File: config.mk
export PLATFORM = sky130hd
export DESIGN_NAME = keypad_scan_event_fifo_unit
export DESIGN_NICKNAME = d
export VERILOG_FILES = /design/src/rtl/core/kses_pkg.sv /design/src/rtl/core/keypad_scan_event_fifo_unit.sv /design/src/rtl/core/kses_ram.sv /design/src/rtl/core/kses_queue.sv /design/src/rtl/core/kses_front.sv /design/src/rtl/core/kses_back.sv
export SDC_FILE = /design/constraint.sdc
export NUM_CORES = 2
export LEC_CHECK = 0
export ABC_AREA = 1
export BUFFER_PORTS_ARGS = -buffer_cell sky130_fd_sc_hd__buf_2
export CAP_MARGIN = 20
export CELL_PAD_IN_SITES_DETAIL_PLACEMENT = 0
export CELL_PAD_IN_SITES_GLOBAL_PLACEMENT = 1
export CORE_ASPECT_RATIO = 0.7
export CORE_UTILIZATION = 55
export DETAILED_ROUTE_END_ITERATION = 8
export PLACE_DENSITY_LB_ADDON = 0.08
export SLEW_MARGIN = 20
export SYNTH_ARGS = -nofsm -noshare
export SYNTH_HDL_FRONTEND = slang
export SYNTH_SLANG_ARGS = --single-unit
File: constraint.sdc
create_clock -name clk -period 25.4 [get_ports clk]
set_clock_uncertainty 0.1 [all_clocks]
set_input_delay 1.27 -clock clk [delete_from_list [all_inputs] [get_ports clk]]
set_output_delay 1.27 -clock clk [all_outputs]
set_load 0.02 [all_outputs]
File: src/rtl/core/kses_pkg.sv
// Shared types, constants and the key map of the keypad scanner with event queue.
package kses_pkg;

	// Request type codes.
	localparam logic REQ_SCAN = 1'b0;
	localparam logic REQ_READ = 1'b1;

	// Default depth of the character store.
	localparam int FIFO_DEPTH_DEF = 256;
	// Most characters one read request may pop.
	localparam int MAX_READ = 32;
	// Width of a pop count, enough to hold MAX_READ.
	localparam int CNT_W = $clog2(MAX_READ + 1);
	// Depth of the small queues between the parts.
	localparam int Q_DEPTH = 2;

	localparam int NUM_ROWS = 4;
	localparam int NUM_COLS = 3;

	// ASCII character of each key, by row and column.
	localparam logic [7:0] KEY_MAP [NUM_ROWS][NUM_COLS] = '{
		'{8'h31, 8'h32, 8'h33},
		'{8'h34, 8'h35, 8'h36},
		'{8'h37, 8'h38, 8'h39},
		'{8'h2A, 8'h30, 8'h23}
	};

	typedef struct packed {
		logic       req_type;
		logic [2:0] column_bits;
		logic [5:0] max_count;
	} in_item_t;

	typedef struct packed {
		logic [3:0] row_drive;
		logic       key_valid;
		logic [7:0] key_code;
		logic       empty_res;
		logic       overflow;
		logic       last;
	} out_item_t;

	// Command handed from the scanner front to the queue engine.
	typedef struct packed {
		logic             is_read;
		logic [3:0]       row_drive;
		logic [1:0]       press_row;
		logic [2:0]       press_mask;
		logic [CNT_W-1:0] count;
	} cmd_t;

endpackage

File: src/rtl/core/keypad_scan_event_fifo_unit.sv
// Top level of the 4x3 keypad scanner with a queue of key characters.
// Overview: each input item is either a scan sample (the three column levels read back
// for the row that row_drive named) or a read request. A scan sample compares the levels
// with the stored ones; every key that goes from released to pressed puts its ASCII
// character ('1'..'9', '*', '0', '#') into a character store of FIFO_DEPTH entries, taken
// in column order, and the driven row then advances. When the store is full the character
// is dropped and the overflow flag is set until reset. Every scan gives one item with
// last set. A read pops up to max_count characters (at most 32), one item each, the final
// one marked by last; with nothing to pop it gives one item, with empty_res set if the
// store is empty. Timing: items enter a two-entry command queue at one per cycle while it
// is not full; the queue engine behind it handles a scan as a dispatch step, one step per
// column on the store's single write port and a reply, and a read as a dispatch step plus
// an address step and a data step per character, set by the registered read of the store.
// Results leave through a two-entry result queue, so the engine keeps working while the
// consumer holds off, until that queue is full. The store needs no clearing after reset:
// only written entries are ever read.
module keypad_scan_event_fifo_unit import kses_pkg::*; #(
	parameter int FIFO_DEPTH = FIFO_DEPTH_DEF
) (
	input  logic      clk,
	input  logic      arst_n,
	input  logic      push,
	input  in_item_t  request,
	output logic      full,
	input  logic      pop,
	output out_item_t result,
	output logic      empty
);

	// Command path between the scanner front and the queue engine.
	logic      cmd_push;
	cmd_t      cmd_in;
	logic      cmd_full;
	logic      cmd_pop;
	cmd_t      cmd_out;
	logic      cmd_empty;

	// Result path from the queue engine to the consumer.
	logic      res_push;
	out_item_t res_in;
	logic      res_full;

	// The block is full whenever the command queue cannot take another item.
	assign full = cmd_full;

	kses_front u_front (
		.clk     (clk),
		.arst_n  (arst_n),
		.push    (push),
		.request (request),
		.cmd_full(cmd_full),
		.cmd_push(cmd_push),
		.cmd     (cmd_in)
	);

	kses_queue #(
		.entry_t(cmd_t),
		.DEPTH  (Q_DEPTH)
	) u_cmd_queue (
		.clk   (clk),
		.arst_n(arst_n),
		.push  (cmd_push),
		.din   (cmd_in),
		.full  (cmd_full),
		.pop   (cmd_pop),
		.dout  (cmd_out),
		.empty (cmd_empty)
	);

	kses_back #(
		.FIFO_DEPTH(FIFO_DEPTH)
	) u_back (
		.clk      (clk),
		.arst_n   (arst_n),
		.cmd_empty(cmd_empty),
		.cmd      (cmd_out),
		.cmd_pop  (cmd_pop),
		.out_full (res_full),
		.out_push (res_push),
		.out_item (res_in)
	);

	kses_queue #(
		.entry_t(out_item_t),
		.DEPTH  (Q_DEPTH)
	) u_res_queue (
		.clk   (clk),
		.arst_n(arst_n),
		.push  (res_push),
		.din   (res_in),
		.full  (res_full),
		.pop   (pop),
		.dout  (result),
		.empty (empty)
	);

endmodule

File: src/rtl/core/kses_ram.sv
// Generic single-write, single-read RAM with a registered read port.
module kses_ram #(
	parameter int WIDTH = 8,
	parameter int DEPTH = 256
) (
	input  logic                     clk,
	input  logic                     wr_en,
	input  logic [$clog2(DEPTH)-1:0] wr_addr,
	input  logic [WIDTH-1:0]         wr_data,
	input  logic                     rd_en,
	input  logic [$clog2(DEPTH)-1:0] rd_addr,
	output logic [WIDTH-1:0]         rd_data
);

	logic [WIDTH-1:0] mem_q [DEPTH];

	always_ff @(posedge clk) begin
		if (wr_en) begin
			mem_q[wr_addr] <= wr_data;
		end
		if (rd_en) begin
			rd_data <= mem_q[rd_addr];
		end
	end

endmodule

File: src/rtl/core/kses_queue.sv
// Small register queue used between the parts of the keypad scanner.
module kses_queue import kses_pkg::*; #(
	parameter type entry_t = logic,
	parameter int  DEPTH   = Q_DEPTH
) (
	input  logic   clk,
	input  logic   arst_n,
	input  logic   push,
	input  entry_t din,
	output logic   full,
	input  logic   pop,
	output entry_t dout,
	output logic   empty
);

	localparam int IW = $clog2(DEPTH);
	localparam int CW = $clog2(DEPTH + 1);

	entry_t          slot_q [DEPTH];
	logic [IW-1:0]   wr_q;
	logic [IW-1:0]   rd_q;
	logic [CW-1:0]   cnt_q;
	logic            push_ok;
	logic            pop_ok;

	assign full    = (cnt_q == CW'(DEPTH));
	assign empty   = (cnt_q == '0);
	assign push_ok = push && !full;
	assign pop_ok  = pop && !empty;
	assign dout    = slot_q[rd_q];

	always_ff @(posedge clk or negedge arst_n) begin
		if (!arst_n) begin
			wr_q  <= '0;
			rd_q  <= '0;
			cnt_q <= '0;
		end else begin
			if (push_ok) begin
				wr_q <= (wr_q == IW'(DEPTH - 1)) ? '0 : wr_q + IW'(1);
			end
			if (pop_ok) begin
				rd_q <= (rd_q == IW'(DEPTH - 1)) ? '0 : rd_q + IW'(1);
			end
			if (push_ok && !pop_ok) begin
				cnt_q <= cnt_q + CW'(1);
			end else if (pop_ok && !push_ok) begin
				cnt_q <= cnt_q - CW'(1);
			end
		end
	end

	always_ff @(posedge clk) begin
		if (push_ok) begin
			slot_q[wr_q] <= din;
		end
	end

endmodule

File: src/rtl/core/kses_front.sv
// Scanner front: tracks the driven row and key levels, classifies items into commands.
module kses_front import kses_pkg::*; (
	input  logic     clk,
	input  logic     arst_n,
	input  logic     push,
	input  in_item_t request,
	input  logic     cmd_full,
	output logic     cmd_push,
	output cmd_t     cmd
);

	logic [1:0] row_q;
	logic [2:0] levels_q [NUM_ROWS];
	logic [1:0] row_next;
	logic       scan_ok;

	assign cmd_push = push && !cmd_full;
	assign scan_ok  = cmd_push && (request.req_type == REQ_SCAN);
	assign row_next = row_q + 2'd1;

	always_comb begin
		cmd = '0;
		cmd.press_row = row_q;
		if (request.req_type == REQ_READ) begin
			cmd.is_read   = 1'b1;
			cmd.row_drive = 4'(1) << row_q;
			if (int'(request.max_count) > MAX_READ) begin
				cmd.count = CNT_W'(MAX_READ);
			end else begin
				cmd.count = CNT_W'(request.max_count);
			end
		end else begin
			cmd.is_read    = 1'b0;
			cmd.row_drive  = 4'(1) << row_next;
			// A key enters the queue only on its released-to-pressed change.
			cmd.press_mask = request.column_bits & ~levels_q[row_q];
		end
	end

	always_ff @(posedge clk or negedge arst_n) begin
		if (!arst_n) begin
			row_q <= '0;
			for (int r = 0; r < NUM_ROWS; r++) begin
				levels_q[r] <= '0;
			end
		end else if (scan_ok) begin
			row_q           <= row_next;
			levels_q[row_q] <= request.column_bits;
		end
	end

endmodule

File: src/rtl/core/kses_back.sv
// Queue engine: writes pressed characters into the store and serves read requests.
module kses_back import kses_pkg::*; #(
	parameter int FIFO_DEPTH = FIFO_DEPTH_DEF
) (
	input  logic      clk,
	input  logic      arst_n,
	input  logic      cmd_empty,
	input  cmd_t      cmd,
	output logic      cmd_pop,
	input  logic      out_full,
	output logic      out_push,
	output out_item_t out_item
);

	localparam int AW = $clog2(FIFO_DEPTH);
	localparam int FW = $clog2(FIFO_DEPTH + 1);

	localparam logic [2:0] ST_IDLE    = 3'd0;
	localparam logic [2:0] ST_PUSH    = 3'd1;
	localparam logic [2:0] ST_REPLY   = 3'd2;
	localparam logic [2:0] ST_RD_ADDR = 3'd3;
	localparam logic [2:0] ST_RD_DATA = 3'd4;

	logic [2:0]       state_q;
	cmd_t             cmd_q;
	logic [1:0]       col_q;
	logic             empty_q;
	logic [CNT_W-1:0] remain_q;
	logic [AW-1:0]    wr_ptr_q;
	logic [AW-1:0]    rd_ptr_q;
	logic [FW-1:0]    fill_q;
	logic             overflow_q;

	logic             ram_wr;
	logic             ram_rd;
	logic [7:0]       ram_rdata;
	logic [CNT_W-1:0] pop_n;
	logic             store_full;

	assign store_full = (fill_q == FW'(FIFO_DEPTH));
	assign cmd_pop    = (state_q == ST_IDLE) && !cmd_empty;
	assign ram_wr     = (state_q == ST_PUSH) && cmd_q.press_mask[col_q] && !store_full;
	assign ram_rd     = (state_q == ST_RD_ADDR);
	assign pop_n      = (int'(fill_q) < int'(cmd.count)) ? CNT_W'(fill_q) : cmd.count;

	kses_ram #(
		.WIDTH(8),
		.DEPTH(FIFO_DEPTH)
	) u_store (
		.clk    (clk),
		.wr_en  (ram_wr),
		.wr_addr(wr_ptr_q),
		.wr_data(KEY_MAP[cmd_q.press_row][col_q]),
		.rd_en  (ram_rd),
		.rd_addr(rd_ptr_q),
		.rd_data(ram_rdata)
	);

	always_comb begin
		out_push = 1'b0;
		out_item = '0;
		out_item.row_drive = cmd_q.row_drive;
		out_item.overflow  = overflow_q;
		case (state_q)
			ST_REPLY: begin
				out_push           = !out_full;
				out_item.empty_res = empty_q;
				out_item.last      = 1'b1;
			end
			ST_RD_DATA: begin
				out_push           = !out_full;
				out_item.key_valid = 1'b1;
				out_item.key_code  = ram_rdata;
				out_item.last      = (remain_q == CNT_W'(1));
			end
			default: begin
				out_push = 1'b0;
			end
		endcase
	end

	always_ff @(posedge clk) begin
		if (cmd_pop) begin
			cmd_q <= cmd;
		end
	end

	always_ff @(posedge clk or negedge arst_n) begin
		if (!arst_n) begin
			state_q    <= ST_IDLE;
			col_q      <= '0;
			empty_q    <= 1'b0;
			remain_q   <= '0;
			wr_ptr_q   <= '0;
			rd_ptr_q   <= '0;
			fill_q     <= '0;
			overflow_q <= 1'b0;
		end else begin
			case (state_q)
				ST_IDLE: begin
					if (!cmd_empty) begin
						col_q   <= '0;
						empty_q <= (fill_q == '0);
						if (!cmd.is_read) begin
							state_q <= ST_PUSH;
						end else if (fill_q == '0 || cmd.count == '0) begin
							state_q <= ST_REPLY;
						end else begin
							remain_q <= pop_n;
							state_q  <= ST_RD_ADDR;
						end
					end
				end
				ST_PUSH: begin
					if (cmd_q.press_mask[col_q]) begin
						if (store_full) begin
							overflow_q <= 1'b1;
						end else begin
							wr_ptr_q <= (wr_ptr_q == AW'(FIFO_DEPTH - 1)) ?
								'0 : wr_ptr_q + AW'(1);
							fill_q   <= fill_q + FW'(1);
						end
					end
					col_q <= col_q + 2'd1;
					if (col_q == 2'(NUM_COLS - 1)) begin
						empty_q <= 1'b0;
						state_q <= ST_REPLY;
					end
				end
				ST_REPLY: begin
					if (!out_full) begin
						state_q <= ST_IDLE;
					end
				end
				ST_RD_ADDR: begin
					state_q <= ST_RD_DATA;
				end
				ST_RD_DATA: begin
					if (!out_full) begin
						rd_ptr_q <= (rd_ptr_q == AW'(FIFO_DEPTH - 1)) ?
							'0 : rd_ptr_q + AW'(1);
						fill_q   <= fill_q - FW'(1);
						remain_q <= remain_q - CNT_W'(1);
						state_q  <= (remain_q == CNT_W'(1)) ? ST_IDLE : ST_RD_ADDR;
					end
				end
				default: begin
					state_q <= ST_IDLE;
				end
			endcase
		end
	end

endmodule
== After elaboration in Yosys (flattened, before gate mapping) ==
Memory sizes are Yosys's and may differ from the RTL's. A register that Yosys moved wholly into a read port is not among the register bits.
Cells that the tools add are included.

* $add $sub $neg: 15
* $lt $le $gt $ge: 7
* Equality and inequality tests: 19
* Shifts and indexed selects: 2
* Mux-type cells: 61
* Bitwise operators: 8
* Reductions and logical operators: 43

{| class="wikitable"
|+ Operator list
! operator !! count
|-
| binary-select mux 24 bit (select 2 bit) || 1
|-
| two-way mux 24 bit || 2
|-
| two-way mux 6 bit || 7
|-
| two-way mux 9 bit || 4
|-
| two-way mux 8 bit || 4
|-
| two-way mux 3 bit || 9
|-
| one-hot mux 9 bit (2 select lines) || 1
|-
| adder 8 x 1 -> 8 bit (second input constant) || 2
|-
| binary-select mux 8 bit (select 2 bit) || 1
|-
| equality test 8 bit (second input constant) || 2
|-
| two-way mux 1 bit || 16
|-
| one-hot mux 3 bit (5 select lines) || 1
|-
| logical AND 1 bit || 14
|-
| inequality test 2 bit (second input constant) || 7
|-
| bitwise mux 12 bit || 1
|-
| two-way mux 2 bit || 6
|-
| one-hot mux 6 bit (2 select lines) || 1
|-
| nonzero test 2 bit || 5
|-
| adder 9 x 1 -> 9 bit (second input constant) || 1
|-
| equality test 9 bit (second input constant) || 1
|-
| >= comparator 3 bit (second input constant) || 3
|-
| zero test 1 bit || 9
|-
| zero test 9 bit || 1
|-
| < comparator 9 x 6 -> 1 bit || 1
|-
| other kinds (34) || 55
|}

* Flip-flop bits (word level): 69
* Bits in writable memories: 2112
* Input port bits: 14
* Logic and storage cells: 180
* Memories kept: 3

{| class="wikitable"
|+ Memories
! name !! words !! width !! read ports !! clocked after Yosys merged registers in !! wr ports !! line !! source
|-
| u_back.u_store.mem_q || 256 || 8 || 1 || 1 || 1 || kses_ram.sv:15 || <nowiki>logic [WIDTH-1:0] mem_q [DEPTH];</nowiki>
|-
| u_cmd_queue.slot_q || 2 || 16 || 1 || 0 || 1 || kses_queue.sv:19 || <nowiki>entry_t slot_q [DEPTH];</nowiki>
|-
| u_res_queue.slot_q || 2 || 16 || 1 || 0 || 1 || kses_queue.sv:19 ||
|}

== Logic depth before layout (Yosys ltp) ==
* Word-level depth: 8
* Mapped depth: 20

== Cells and area by module ==
A second synthesis with hierarchy kept.

* Cell total of the unflattened synthesis: 7799
* Area, all modules: 90483.0 um^2

{| class="wikitable"
|+ Modules (own cells, without submodules)
! module !! times used !! cells an instance !! area each (um^2) !! seq. area each (um^2)
|-
| kses_ram || 1 || 7003 || 83476.3 || 61739.2
|-
| kses_back || 1 || 430 || 3244.4 || 1221.2
|-
| kses_queue || 2 || 115 || 1402.6 || 1061.0
|-
| kses_front || 1 || 136 || 957.2 || 350.3
|}

== Worst setup path after synthesis ==
OpenSTA, ideal clock, no wires.

* Path kind: register -> register
* Start point: register u_back.col_q[1]
* End point: memory u_back.u_store.mem_q[0][0] (data pin)
* Library setup time: 2.312 ns
* Data arrival time: 11.173 ns
* Required time: 22.988 ns
* Slack: 11.816 ns
* Stages on the path, launching flop included: 3
* Path through: dfrtp_1 -> nor2_1 -> a221oi_1

* Cells in the longest elaborated chain, start to end: 4

{| class="wikitable"
|+ RTL lines
! element !! line !! source
|-
| start: declaration || kses_back.sv:26 || <nowiki>logic [1:0] col_q;</nowiki>
|-
| start signal: assignment || kses_back.sv:124 || <nowiki>col_q <= col_q + 2'd1;</nowiki>
|-
| inverter 2 -> 3 bit (not written as such) || kses_back.sv:53 || <nowiki>.wr_data(KEY_MAP[cmd_q.press_row][col_q]),</nowiki>
|-
| binary-select mux 8 bit (select 2 bit) || kses_back.sv:53 ||
|-
| two-way mux 8 bit (not written as such) (2 in series) || kses_back.sv:53 ||
|-
| named net u_back.u_store.wr_data[0] || kses_ram.sv:9 || <nowiki>input logic [WIDTH-1:0] wr_data,</nowiki>
|-
| end: declaration || kses_ram.sv:15 ||
|}

The timed path passes the listed nets, and every way through them passes these cells. The select of a mux whose other input is x is not followed.

==> results by group <==
Finish
  • Sequential cell area: 0.0499 sq mm
  • Cell area after layout: 0.0775 sq mm
  • Nets: 6,586
  • Layout area overhead: 9.22%
  • Filler Cell Count: 10,413
  • Footprint of the multi-input gates: 0.0177 sq mm
  • Share of layout cells above drive strength 1: 5.59%
  • Layout Utilization: 61.0%

Clock tree
  • Sink Count: 1,671
  • Max H-tree Level: 4
  • CTS root buffer: clkbuf_16
  • TritonCTS Buffers: 161
  • CTS max path bufs: 3
  • CTS tree: done
  • Postcts setup bufs: 0
  • Clock Latency Late Sink: 810 ps
  • Cts hold-fix bufs: 0
  • # resized after CTS: 0
  • Clock-pin slew on the worst setup and hold paths: 60 ps

STA
  • Hold Violations, Final: 0
  • Max Fclk: 197 MHz
  • RSZ-0062 raised after global routing: false
  • Setup ws final: 20,320 ps
  • Number of endpoints failing setup at the final stage: 0
  • Final Cycle Share: 20.0%
  • Slew Viols, Final: 0
  • Slew at the pin closest to its max-slew limit: 1150 ps
  • Slew HR: 23.0%
  • Final min period: 5080 ps
  • Setup TNS: 0 ps

Job
  • Max_cap viols: 0

Route
  • Wirelength per Cell: 22.8 microns
  • Vias/cell: 5.64
  • ANT nets after route: 0
  • Residual DRC count: 0
  • Post-Route WL: 191,000 microns
  • DRT iter0 DRCs: 5,619
  • Via count: 47,313
  • Initial DRT Pass Iterations: 5

Min path
  • Hold EP: u_res_queue.slot_q[1][13]
  • Hold Path Class: reg2reg
  • WHS Path Cells: 0
  • Worst hold start: u_back.out_item[13]

Logic synthesis
  • Cell Area, Synth: 0.0710 sq mm
  • Synth warnings: 0
  • Post-synth ARST share: 3.59%
  • FF+latch count, synth: 1,671
  • Post-synth top area share: 68.2%
  • Synthesized area per cell: 10.7 sq um
  • Cell accounting for the most synthesized area: edfxtp_1
  • Yosys cell types: 37
  • Post-synth EDFFs: 1,611
  • Post-Synthesis Cells: 6,642
  • Cell with the most instances after synthesis: nand2_1
  • Synth top area cells: edfxtp_1 68%, nand2_1 9.3%, nor2_1 5.4%
  • Synth Flop Type: edfxtp_1
  • Sequential share of the synthesized area: 70.3%
  • Synth top cells by count: 1,766 x nand2_1, 1,611 x edfxtp_1, 1,016 x nor2_1

Power and ir drop
  • Max VDD drop: 0.164 mV
  • Leak: 0.0293 uW
  • PwrDens: 114 mW/mm^2

Critical path
  • Startpoint types: flop
  • Worst path required time: 25,950 ps
  • Worst r2r path cells: 15
  • FF-to-FF Start: u_back.rd_ptr_q[0]
  • Crit Path Class: reg2reg
  • R2R Path End: u_back.u_store.rd_data[3]
  • CP Max Fanout: 227
  • CP startpoint: u_back.rd_ptr_q[0]
  • R2R setup slack: 20,320 ps
  • Arr. time, crit path: 5630 ps
  • Worst setup EP type: flop

GRT
  • Initial antenna violation count: 4
  • Vias in the first global route: 43,563
  • Largest net degree at the start of global routing: 228
  • Grt ovf: 0
  • GRT Overall Usage: 29.3%
  • First-pass GRT wire length: 284,000 microns

Placed design
  • Placed inst area: 0.0724 sq mm
  • Final HPWL DP: 108,000 microns
  • IO Port Bufs: 29
  • RD Place Congestion: 0.827
  • Worst slack at placement: 20,230 ps

Die
  • Row cnt: 109
  • Die Span X: 431 microns
  • Core area: 0.127 sq mm
  • Ports: 32
  • Initial Util: 55.8%
  • Die height: 303 microns
  • Die Area: 0.130 sq mm

Run status
  • Status: completed
layout by cell type (no fill, tap or decap), drive strengths merged:
cell	Yosys	routed
a211oi	1	1
a21oi	82	82
a221oi	1	1
a31oi	1	1
and3	3	3
buf	206	98
bufinv	0	12
clkbuf	159	200
clkinv	2	77
clkinvlp	0	1
conb	1	2
dfrtp	60	60
diode	0	2
edfxtp	1611	1611
fa	1	1
ha	32	32
inv	512	515
mux2i	1	1
nand2	1766	1766
nand3	612	612
nand4	9	9
nor2	1018	1018
nor3	16	16
nor4	1	1
nor4b	1	1
o211ai	30	30
o21ai	452	452
o21bai	2	2
o22ai	20	20
o311ai	1	1
o41ai	1	1
or2	18	18
xnor2	6	6
xor2	16	16
report_power, final:
group / leakage, uW / internal, uW / total (uW) / switching [uW]
clock network: 0.00250 / 1330 / 2360 / 1030
logic: 0.0113 / 594 / 2730 / 2140
registers: 0.0155 / 3680 / 3770 / 95.0
total: 0.0293 / 5600 / 8870 / 3270
worst max path at each step:
stage	endpoint	slack (ps)
5_1_grt	u_back.u_store.rd_data[1]	20020
6_report	u_back.u_store.rd_data[3]	20320
3_3_place_gp	u_back.u_store.rd_data[3]	20270
3_5_place_dp	u_back.u_store.rd_data[3]	20230
2_1_floorplan	u_back.u_store.mem_q[0][0]	11820
4_1_cts	u_back.u_store.rd_data[3]	20210
area by class of cell:
cell class | instances | area share (%)
clock buffers | 200 | 5.61
clock inverters | 91 | 0.941
flip-flops and latches | 1671 | 64.4
well taps | 1720 | 2.78
diodes | 2 | 0.00646
inverters | 514 | 2.53
multi-input cells | 4093 | 22.8
repair buffers | 98 | 0.962
metrics by stage:
stage	hold WS [ps]	power, uW	std cells
after floorplan	321	5730	6643
after global placement	327	6530	8096
after detailed placement	335	6550	8096
after CTS	349	8890	8387
after global routing	361	9260	8387
final	352	8870	8389
registers in the layout, summed over array words and instances (netlist names), 3 cells and up:
name / flops
u_back.cmd_q: 5
u_back.fill_q: 9
u_back.out_item: 4
u_back.rd_ptr_q: 8
u_back.remain_q: 6
u_back.state_q: 3
u_back.u_store.mem_q: 1536
u_back.u_store.rd_data: 6
u_back.wr_ptr_q: 8
u_cmd_queue.slot_q: 32
u_front.levels_q: 12
u_res_queue.slot_q: 28
per-layer routing:
metal	global-route usage [%]	vias to the layer above	share of wire (%)
met4	8.43	4	2.3
met2	42.1	1909	43
met3	4.77	258	8.0
met5	0	-	0.018
met1	46.0	23093	47
li1	-	22049	-
critical path: stages, from the launching register on:
cell,delay [ps]
dfrtp_4,700
inv_8,760
buf_12,750
buf_6,730
nand2_1,100
nand2_1,90
nand2_1,40
o21ai_0,100
nand2_1,80
nand2_1,170
inv_1,60
nand2_1,60
a21oi_1,60
nand3_1,240
nand3_1,300
nand2_1,150
cells by family (layout without fill, tap and decap cells):
| group | after synthesis | count (layout) | synth area share (%) |
|---|---|---|---|
| AO/OA/AOI/OAI | 591 | 591 | 4.34 |
| other | 1 | 4 | 0.00529 |
| flip-flops | 1671 | 1671 | 70.3 |
| adder cells (fa/ha/maj) | 33 | 33 | 0.593 |
| multiplexers | 1 | 1 | 0.0141 |
| AND/OR/NAND/NOR | 3444 | 3444 | 19.5 |
| XOR/XNOR | 22 | 22 | 0.272 |
| buffers and inverters | 879 | 903 | 5.00 |
(Power assumes the default switching activity.)
